**src/rtl/deque_with_sorted_insert_unit_defines.svh**
```systemverilog
// Assertion macros for the deque with sorted insert.
`ifndef DEQUE_WITH_SORTED_INSERT_UNIT_DEFINES_SVH
`define DEQUE_WITH_SORTED_INSERT_UNIT_DEFINES_SVH

// Same-cycle implication, disabled in reset.
`define ASSERT_IMPLIES(label, trig, prop, msg) \
  label: assert property (@(posedge clk) disable iff (rst) (trig) |-> (prop)) \
    else $error(msg);

// Next-cycle implication, disabled in reset.
`define ASSERT_NEXT(label, trig, prop, msg) \
  label: assert property (@(posedge clk) disable iff (rst) (trig) |=> (prop)) \
    else $error(msg);

`endif

```
**src/rtl/dwsi_pkg.sv**
```systemverilog
// Package: sizes, command and status codes, sequencer states for the deque.
`default_nettype none
package dwsi_pkg;
  localparam int CAPACITY = 16;
  localparam int AW       = (CAPACITY > 1) ? $clog2(CAPACITY) : 1;
  localparam int CW       = $clog2(CAPACITY + 1);
  localparam int KEY_W    = 32;
  localparam int PAY_W    = 32;
  localparam int REC_W    = KEY_W + PAY_W;
  localparam int CMD_W    = 3;
  localparam int ST_W     = 2;
  localparam int TOT_W    = 5;
  localparam int DATA_W   = 72;

  typedef logic [CMD_W-1:0] cmd_t;
  localparam cmd_t CMD_PUSH_FRONT = 3'd0;
  localparam cmd_t CMD_PUSH_BACK  = 3'd1;
  localparam cmd_t CMD_POP_FRONT  = 3'd2;
  localparam cmd_t CMD_POP_BACK   = 3'd3;
  localparam cmd_t CMD_SORTED     = 3'd4;

  typedef logic [ST_W-1:0] status_t;
  localparam status_t ST_OK    = 2'd0;
  localparam status_t ST_FULL  = 2'd1;
  localparam status_t ST_EMPTY = 2'd2;

  typedef enum logic [2:0] {
    S_IDLE,
    S_DISPATCH,
    S_POP_WAIT,
    S_SCAN_RD,
    S_SCAN_CMP,
    S_SHIFT_RD,
    S_SHIFT_WR,
    S_DONE
  } state_t;
endpackage
`default_nettype wire

```
**src/rtl/dwsi_ram.sv**
```systemverilog
// Generic single-port RAM with registered read.
`default_nettype none
module dwsi_ram #(
  parameter int WIDTH = 64,
  parameter int DEPTH = 16
) (
  input  wire logic                       clk,
  input  wire logic                       we,
  input  wire logic [$clog2(DEPTH)-1:0]   addr,
  input  wire logic [WIDTH-1:0]           wdata,
  output logic      [WIDTH-1:0]           rdata
);
  logic [WIDTH-1:0] mem [DEPTH];

  always_ff @(posedge clk) begin
    if (we) begin
      mem[addr] <= wdata;
    end
    rdata <= mem[addr];
  end
endmodule
`default_nettype wire

```
**src/rtl/deque_with_sorted_insert_unit.sv**
```systemverilog
// Deque with sorted insert: circular record RAM under a small sequencer.
// Pushes, rejected and unknown commands go from dispatch to done; pops pass a wait state before done.
// Sorted insert: scan read/compare steps over the n stored records until a greater key, then shift read/write steps.
// s_tready is high only in idle, so one command is in flight at a time; one RAM access a cycle.
// Synchronous reset clears count, head pointer, sequencer and output valid.
// Record RAM is not cleared; only entries below the count are ever used.
`default_nettype none
`include "deque_with_sorted_insert_unit_defines.svh"
module deque_with_sorted_insert_unit
  import dwsi_pkg::*;
(
  input  wire logic              clk,
  input  wire logic              rst,
  input  wire logic              s_tvalid,
  output logic                   s_tready,
  // command[2:0], item_key[34:3], item_payload[66:35], zero[71:67]
  input  wire logic [DATA_W-1:0] s_tdata,
  output logic                   m_tvalid,
  input  wire logic              m_tready,
  // status[1:0], out_valid[2], out_key[34:3], out_payload[66:35], entry_total[71:67]
  output logic      [DATA_W-1:0] m_tdata
);
  state_t state, state_next;

  logic [CW-1:0] cnt;
  logic [AW-1:0] head;
  logic [CW-1:0] idx;
  logic [CW-1:0] pos;

  cmd_t                    cmd_r;
  logic signed [KEY_W-1:0] key_r;
  logic [PAY_W-1:0]        pay_r;

  status_t          res_status;
  logic             res_valid;
  logic [KEY_W-1:0] res_key;
  logic [PAY_W-1:0] res_pay;

  logic             ram_we;
  logic [AW-1:0]    ram_addr;
  logic [REC_W-1:0] ram_wdata;
  logic [REC_W-1:0] ram_rdata;

  logic [CW-1:0] lidx;
  logic [CW:0]   sum;
  logic [CW:0]   phys;
  logic [AW-1:0] head_dec;
  logic [AW-1:0] head_inc;
  logic          full;
  logic          empty;
  logic          key_gt;
  logic          out_free;

  assign full     = (cnt >= CW'(CAPACITY));
  assign empty    = (cnt == '0);
  assign key_gt   = ($signed(ram_rdata[REC_W-1:PAY_W]) > key_r);
  assign out_free = !m_tvalid || m_tready;
  assign s_tready = (state == S_IDLE);

  assign head_dec = (head == '0) ? AW'(CAPACITY - 1) : head - AW'(1);
  assign head_inc = (head == AW'(CAPACITY - 1)) ? '0 : head + AW'(1);

  // logical index to RAM address
  always_comb begin
    case (state)
      S_DISPATCH: begin
        if (cmd_r == CMD_POP_FRONT) begin
          lidx = '0;
        end else if (cmd_r == CMD_POP_BACK) begin
          lidx = cnt - CW'(1);
        end else begin
          lidx = cnt;
        end
      end
      S_SCAN_RD:  lidx = idx;
      S_SHIFT_RD: lidx = (idx == pos) ? pos : idx - CW'(1);
      S_SHIFT_WR: lidx = idx;
      default:    lidx = '0;
    endcase
  end

  assign sum  = (CW+1)'(head) + (CW+1)'(lidx);
  assign phys = (sum >= (CW+1)'(CAPACITY)) ? sum - (CW+1)'(CAPACITY) : sum;

  always_comb begin
    state_next = state;
    ram_we     = 1'b0;
    ram_wdata  = {key_r, pay_r};
    ram_addr   = phys[AW-1:0];
    case (state)
      S_IDLE: begin
        if (s_tvalid) begin
          state_next = S_DISPATCH;
        end
      end
      S_DISPATCH: begin
        case (cmd_r)
          CMD_PUSH_FRONT: begin
            ram_addr   = head_dec;
            ram_we     = !full;
            state_next = S_DONE;
          end
          CMD_PUSH_BACK: begin
            ram_we     = !full;
            state_next = S_DONE;
          end
          CMD_SORTED: begin
            state_next = full ? S_DONE : S_SCAN_RD;
          end
          CMD_POP_FRONT, CMD_POP_BACK: begin
            state_next = empty ? S_DONE : S_POP_WAIT;
          end
          default: begin
            state_next = S_DONE;
          end
        endcase
      end
      S_POP_WAIT: begin
        state_next = S_DONE;
      end
      S_SCAN_RD: begin
        state_next = (idx == cnt) ? S_SHIFT_RD : S_SCAN_CMP;
      end
      S_SCAN_CMP: begin
        state_next = key_gt ? S_SHIFT_RD : S_SCAN_RD;
      end
      S_SHIFT_RD: begin
        if (idx == pos) begin
          ram_we     = 1'b1;
          state_next = S_DONE;
        end else begin
          state_next = S_SHIFT_WR;
        end
      end
      S_SHIFT_WR: begin
        ram_we     = 1'b1;
        ram_wdata  = ram_rdata;
        state_next = S_SHIFT_RD;
      end
      S_DONE: begin
        if (out_free) begin
          state_next = S_IDLE;
        end
      end
      default: begin
        state_next = S_IDLE;
      end
    endcase
  end

  always_ff @(posedge clk) begin
    if (rst) begin
      state    <= S_IDLE;
      cnt      <= '0;
      head     <= '0;
      m_tvalid <= 1'b0;
    end else begin
      state <= state_next;
      if (state == S_DONE && out_free) begin
        m_tvalid <= 1'b1;
      end else if (m_tready) begin
        m_tvalid <= 1'b0;
      end
      case (state)
        S_IDLE: begin
          if (s_tvalid) begin
            cmd_r      <= s_tdata[2:0];
            key_r      <= s_tdata[34:3];
            pay_r      <= s_tdata[66:35];
            res_status <= ST_OK;
            res_valid  <= 1'b0;
            res_key    <= '0;
            res_pay    <= '0;
          end
        end
        S_DISPATCH: begin
          case (cmd_r)
            CMD_PUSH_FRONT: begin
              if (full) begin
                res_status <= ST_FULL;
              end else begin
                head <= head_dec;
                cnt  <= cnt + CW'(1);
              end
            end
            CMD_PUSH_BACK: begin
              if (full) begin
                res_status <= ST_FULL;
              end else begin
                cnt <= cnt + CW'(1);
              end
            end
            CMD_SORTED: begin
              if (full) begin
                res_status <= ST_FULL;
              end else begin
                idx <= '0;
              end
            end
            CMD_POP_FRONT, CMD_POP_BACK: begin
              if (empty) begin
                res_status <= ST_EMPTY;
              end else begin
                if (cmd_r == CMD_POP_FRONT) begin
                  head <= head_inc;
                end
                cnt       <= cnt - CW'(1);
                res_valid <= 1'b1;
              end
            end
            default: begin
            end
          endcase
        end
        S_POP_WAIT: begin
          res_key <= ram_rdata[REC_W-1:PAY_W];
          res_pay <= ram_rdata[PAY_W-1:0];
        end
        S_SCAN_RD: begin
          if (idx == cnt) begin
            pos <= idx;
            idx <= cnt;
          end
        end
        S_SCAN_CMP: begin
          if (key_gt) begin
            pos <= idx;
            idx <= cnt;
          end else begin
            idx <= idx + CW'(1);
          end
        end
        S_SHIFT_RD: begin
          if (idx == pos) begin
            cnt <= cnt + CW'(1);
          end
        end
        S_SHIFT_WR: begin
          idx <= idx - CW'(1);
        end
        S_DONE: begin
          if (out_free) begin
            m_tdata <= {TOT_W'(cnt), res_pay, res_key, res_valid, res_status};
          end
        end
        default: begin
        end
      endcase
    end
  end

  dwsi_ram #(
    .WIDTH (REC_W),
    .DEPTH (CAPACITY)
  ) u_ram (
    .clk   (clk),
    .we    (ram_we),
    .addr  (ram_addr),
    .wdata (ram_wdata),
    .rdata (ram_rdata)
  );

  `ASSERT_IMPLIES(a_cnt_bound, 1'b1, cnt <= CW'(CAPACITY), "count above capacity")
  `ASSERT_IMPLIES(a_head_bound, 1'b1, (CW+1)'(head) < (CW+1)'(CAPACITY), "head out of range")
  `ASSERT_NEXT(a_busy_after_accept, s_tvalid && s_tready, !s_tready, "ready after accept")
  `ASSERT_IMPLIES(a_pop_ok, m_tvalid && m_tdata[2], m_tdata[1:0] == ST_OK, "record with error")
  `ASSERT_IMPLIES(a_shift_range, state == S_SHIFT_RD || state == S_SHIFT_WR, idx >= pos && idx <= cnt, "shift index out of range")
endmodule
`default_nettype wire

```
**config.mk**
```make
export PLATFORM = sky130hd
export DESIGN_NAME = deque_with_sorted_insert_unit
export DESIGN_NICKNAME = d
export VERILOG_FILES = /design/src/rtl/dwsi_pkg.sv /design/src/rtl/dwsi_ram.sv /design/src/rtl/deque_with_sorted_insert_unit.sv
export VERILOG_INCLUDE_DIRS = /design/src /design/src/rtl
export SDC_FILE = /design/constraint.sdc
export NUM_CORES = 1
export LEC_CHECK = 0
export BUFFER_PORTS_ARGS = -buffer_cell sky130_fd_sc_hd__buf_2
export CAP_MARGIN = 20
export CORE_MARGIN = 3
export CORE_UTILIZATION = 50
export CTS_CLUSTER_DIAMETER = 30
export DETAILED_ROUTE_END_ITERATION = 12
export PLACE_DENSITY = 0.66
export SYNTH_ARGS = -nofsm -noshare
export SYNTH_HDL_FRONTEND = slang
export SYNTH_SLANG_ARGS = --single-unit
```
**constraint.sdc**
```tcl
create_clock -name clk -period 21.5 [get_ports clk]
set_clock_uncertainty 0.05 [all_clocks]
set_input_delay 3.225 -clock clk [delete_from_list [all_inputs] [get_ports clk]]
set_output_delay 3.225 -clock clk [all_outputs]
set_load 0.02 [all_outputs]
```
---- Word level (Yosys, flattened, before mapping) ----
Memories as Yosys holds them, arrays and structs flattened. A register that Yosys moved wholly into a read port is not among the register bits.
Index checks and enable logic that the tools add are counted.
word-level totals
  logic and storage cells ................. 143
  flip-flop bits (word level) ............. 229
  output and inout bits ................... 74
  memories kept ........................... 1
  memory bits (writable) .................. 1024
  input bits .............................. 76
memory list
  memory     words  width  read ports  clocked after Yosys merged registers in  wr ports  line            RTL
  u_ram.mem  16     64     1           1                                        1         dwsi_ram.sv:13  logic [WIDTH-1:0] mem [DEPTH];
operators by class
  order comparisons ....................... 3
  reduce and logical (&&, ||, !) cells .... 29
  bitwise logic cells ..................... 1
  muxes and demuxes ....................... 55
  add/sub/neg operators ................... 8
  equal/unequal tests ..................... 32
operators by type and width
  operator             number
  $pmux 32 s2          2
  $mux 64              1
  $mux 5               12
  $gt 32x32->1         1
  $mux 32              1
  $mux 4               8
  $pmux 5 s2           3
  $pmux 3 s8           1
  $ne 2x2->1 const B   11
  $pmux 5 s4           1
  $reduce_and 5->1     4
  $ne 3x3->1 const B   6
  $eq 3x3->1 const B   5
  $mux 3               5
  $pmux 5 s3           1
  $eq 3x2->1 const B   4
  $reduce_bool 2->1    6
  $mux 1               11
  $add 5x1->5 const B  2
  $eq 5x5->1           2
  $sub 5x1->5 const B  2
  $reduce_and 3->1     3
  $pmux 2 s2           2
  $pmux 4 s2           1
  25 further kinds     33

---- Longest topological paths before layout ----
  word-level depth ........................ 9
  gate-level depth with buffers ........... 18
  gate-level depth less buffers ........... 15

---- By module ----
Synthesis repeated with hierarchy kept, for this count alone.
unflattened totals
  cells, all modules ...................... 2476
  area total of the unflattened synthesis .. 49698.9 um^2
modules (own cells, without submodules)
  module                         area each (um^2)  times used  cells each  seq. area each (um^2)
  dwsi_ram                       39517.9           1           1648        32030.7
  deque_with_sorted_insert_unit  10181.0           1           828         6746.5

---- Worst setup path before layout ----
No wires, ideal clock.
  path kind ............................... input-to-reg
  start point ............................. input rst
  end point ............................... register m_tdata[0] (enable)
  buffers on the path ..................... 1
  slack ................................... 12507 ps
  setup time .............................. 591 ps
  stages on the path ...................... 2
  arrival time ............................ 8352 ps
  required time ........................... 20859 ps
  cells stage by stage .................... clkbuf_1 nor3_1
on the way
  longest elaborated chain between the ends .. 2
ends and longest elaborated chain
  element                     line                                  RTL
  start, declared             deque_with_sorted_insert_unit.sv:13   input wire logic rst,
  $not 1->1 (no line)         -
  $reduce_and 3->1 (no line)  -
  end signal, assigned        deque_with_sorted_insert_unit.sv:243  m_tdata <= {TOT_W'(cnt), res_pay, res_key, res_valid, res_status};
  end, declared               deque_with_sorted_insert_unit.sv:21   output logic [DATA_W-1:0] m_tdata
Every way passes these cells.
A chain may end at the register's enable or synchronous reset.

---- Worst setup path in the final report ----
  start point ............................. register idx[2]
  end point ............................... memory u_ram.mem[10][3] (enable)
on the way
  longest elaborated chain between the ends .. 8
  elaborated cells on any way between the ends .. 14
  classes of those cells .................. 3 x add/sub; 1 x order compare; 1 x eq/ne; 9 x mux
ends and longest elaborated chain
  element                                           line                                                                       RTL
  start, declared                                   deque_with_sorted_insert_unit.sv:27                                        logic [CW-1:0] idx;
  start signal, assigned                            deque_with_sorted_insert_unit.sv:222                                       idx <= cnt;
  start signal, assigned                            deque_with_sorted_insert_unit.sv:228                                       idx <= cnt;
  start signal, assigned                            deque_with_sorted_insert_unit.sv:230                                       idx <= idx + CW'(1);
  $sub 5x1->5 / $eq 5x5->1 (equally long branches)  deque_with_sorted_insert_unit.sv:76, deque_with_sorted_insert_unit.sv:128
  $mux 5                                            deque_with_sorted_insert_unit.sv:76                                        S_SHIFT_RD: lidx = (idx == pos) ? pos : idx - CW'(1);
  $pmux 5 s3                                        deque_with_sorted_insert_unit.sv:65                                        case (state)
  $add 4x5->6                                       deque_with_sorted_insert_unit.sv:82                                        assign sum = (CW+1)'(head) + (CW+1)'(lidx);
  $ge 6x5->1 / $sub 4x1->4 (equally long branches)  deque_with_sorted_insert_unit.sv:83                                        assign phys = (sum >= (CW+1)'(CAPACITY)) ? sum - (CW+1)'(CAPACITY) : sum;
  $mux 4                                            deque_with_sorted_insert_unit.sv:83
  $mux 4                                            deque_with_sorted_insert_unit.sv:97                                        case (cmd_r)
  $mux 4                                            deque_with_sorted_insert_unit.sv:90                                        case (state)
  end, declared                                     dwsi_ram.sv:13
Parallel ways exist; a longest one is shown, timed or not.

==> flow_summary.ini <==
[route]
totalWireLength_um = 114000
post_drt_wl_per_cell_um = 25.5
via_per_inst = 5.84
final_antenna_net_count = 0
initialDrtViolationCount = 2485
first_pass_iters = 6
drc = 0
vias = 26000

[die]
die_x_um = 323
io_pins = 150
fp-row-count = 115
die-area_mm2 = 0.104
start_util_pct = 50.8
core_mm2 = 0.0990
die_y_um = 323

[cts]
cts_tree = done
clk_pin_slew_ps = 50
clock_latency_ps = 810
clockBufferDepth = 3
clockRootBuffer = clkbuf_16
h-tree-depth = 4
cts_setup_buffers = 0
cts_sinks = 1317
cts_resized = 0
cts_hold_buf = 0
cts_buffers = 235

[cells_and_area]
final_cell_area_mm2 = 0.0613
finalNetCount = 3073
drive_gt1_share_pct = 29.2
antenna_cells = 0
syn2layout_area_growth_pct = 22.0

[synth]
synthArstFlopShare_pct = 0
synth_area_mm2 = 0.0503
synth.top_cell.area_share_pct = 74.1
seq_area_frac_synth_pct = 77.1
yosysWarnings = 0
synthTopCellsByArea = edfxtp_1 (74%), mux4_2 (11%), dfxtp_1 (3.1%)
ys_seq_elements = 1317
synthFlopType = edfxtp_1
synthCells = 2630
synth_edf_count = 1240
syn-num-nets = 2748
syn_area_per_cell_um2 = 19.1
synth_cell_types = 62
synth_top_cell_by_area = edfxtp_1

[place]
numPortBuffers = 144
postPlaceCellArea_mm2 = 0.0527
dp_hpwl_um = 56500
routabilityCongestion = 0.794

[setup_path]
r2r_slack_ps = 14790
start_kind = flip-flop
cp_data_arrival_time_ps = 7030
cp.required_ps = 21820
end_kind = flip-flop
crit_type = reg2reg
crit_fanout = 67

[timing]
max_freq_mhz = 149
tns_ps = 0
min_period_ps = 6710
drv_slew = 0
relSlewSlack_pct = 25.0
rsz0062_at_grt = no
fin_crit_sh_pct = 31.2
setup_viol = 0
finalHoldViolCount = 0
tightest_slew_ps = 1130

[status]
status = completed

[global_route]
grt_use_total_pct = 22.1
antenna_found_initial = 2
grt_max_degree = 92
grt_remaining_overflow = 0
grt_pass1_wl_um = 170000
grt_pass1_vias = 27100

[power]
power.density_mw_per_mm2 = 137
finalPower_mw = 8.41
p_leak_nw = 20.5
max-vdd-ir-drop_mv = 0.108

[job]
drv_cap = 0

[hold_path]
min_path_type = reg2reg
==> worst max-delay path, stage by stage, from the launching register on <==
cell and delay, ps:
edfxtp_1 580, xor2_1 220, nor3_1 290, nand2_1 250
o21ai_0 220, o22ai_1 110, a22o_1 300, ha_1 290
a21o_1 160, a21oi_1 170, xor2_1 210, a21oi_1 110
o31ai_4 220, buf_4 760, nand2_1 340, nor3_2 680
buf_4 450, buf_4 800
==> cell families (layout without fill, tap and decap cells) <==
logic type      count (synthesis)  in the layout  synth area share [%]
flops                        1317           1317                  77.1
simple gates                  470            470                  4.16
compound gates                329            329                  3.91
mux                           261            261                  11.6
buf+inv                       187            725                  1.72
fa+ha+maj                      42             42                  1.06
xor+xnor                       24             24                 0.418
==> area by class of cell <==
type,count,area (um2)
multi-input cells,1126,10800
clock buffers,274,6160
fillers,6791,37700
well taps,1287,1610
flip-flops and latches,1317,38800
inverters,48,180
clock inverters,176,2440
repair buffers,227,1360
==> cell usage in the layout (no fill, tap or decap), types with 26 or more instances in the layout <==
master and instances:
nor2_1 28, edfxtp_1 1240, and2_1 64, mux4_2 256, buf_4 75, clkbuf_16 235
inv_1 47, bufinv_16 40, ha_1 41, buf_2 150, o21ai_0 52, a22oi_1 68
dfxtp_1 77, a21oi_1 155, clkinvlp_4 26, nand2_1 301, clkinv_2 31, clkbuf_1 26
==> power breakdown <==
part / leakage (nW) / switching (mW) / internal (mW)
registers: 11.8 / 0.0911 / 3.07
logic: 4.54 / 0.809 / 0.576
clock network: 4.11 / 1.31 / 2.56
==> cells in the mapped netlist (3+ instances only) <==
master        n
a22o_1        4
a22oi_1      68
buf_2        22
nor3_1       28
a21o_1        5
mux2i_1       4
inv_1        47
o22ai_1       3
xnor2_1      14
a21oi_1     156
and3_1        3
nor2_1       30
and2_1       64
o2bb2ai_1     3
dfxtp_1      77
edfxtp_1   1240
xor2_1       10
o21ai_0      58
buf_6        13
nand3_1       7
a211o_1       4
a221oi_1      3
nand2_1     301
nor2b_1       7
mux4_2      256
or2_2         3
clkbuf_1     70
buf_1        24
buf_4        10
nand4_1       8
nand2b_1      7
ha_1         41
==> through the flow <==
step	instances	util, %	worst slack, ps	hold slack [ps]
after global routing	4455	61.9	14350	328
after global placement	3994	53.2	14850	351
after floorplan	2630	-	12510	350
after detailed placement	4004	53.2	14840	355
after CTS	4454	61.9	14800	319
final	4455	61.9	14790	323
==> layer usage <==
layer | vias to the layer above | track usage, % | part of all wire, %
li1 | 11200 | - | -
met1 | 13500 | 30.0 | 41
met2 | 1075 | 36.2 | 50
met3 | 204 | 4.24 | 6.7
met4 | 0 | 8.07 | 2.7
met5 | - | 0 | 0
==> sequential cells by signal, indices dropped and copies added, names as in the netlist, 3 cells and up <==
signal       cells
m_tdata         72
res_pay         32
res_key         32
head             4
state            3
pay_r           32
u_ram.mem     1024
cmd_r            3
idx              5
pos              5
cnt              5
key_r           32
u_ram.rdata     64
==> path summary, 6_finish.rpt <==
path                            startpoint               end  cells after the start
worst max-delay path                idx[2]  u_ram.mem[10][3]                     17
worst min-delay path            res_pay[2]       m_tdata[37]                      0
worst max register to register      idx[2]  u_ram.mem[10][3]                     17
worst min register to register  res_pay[2]       m_tdata[37]                      0
Power figures use the tool's default switching activity.
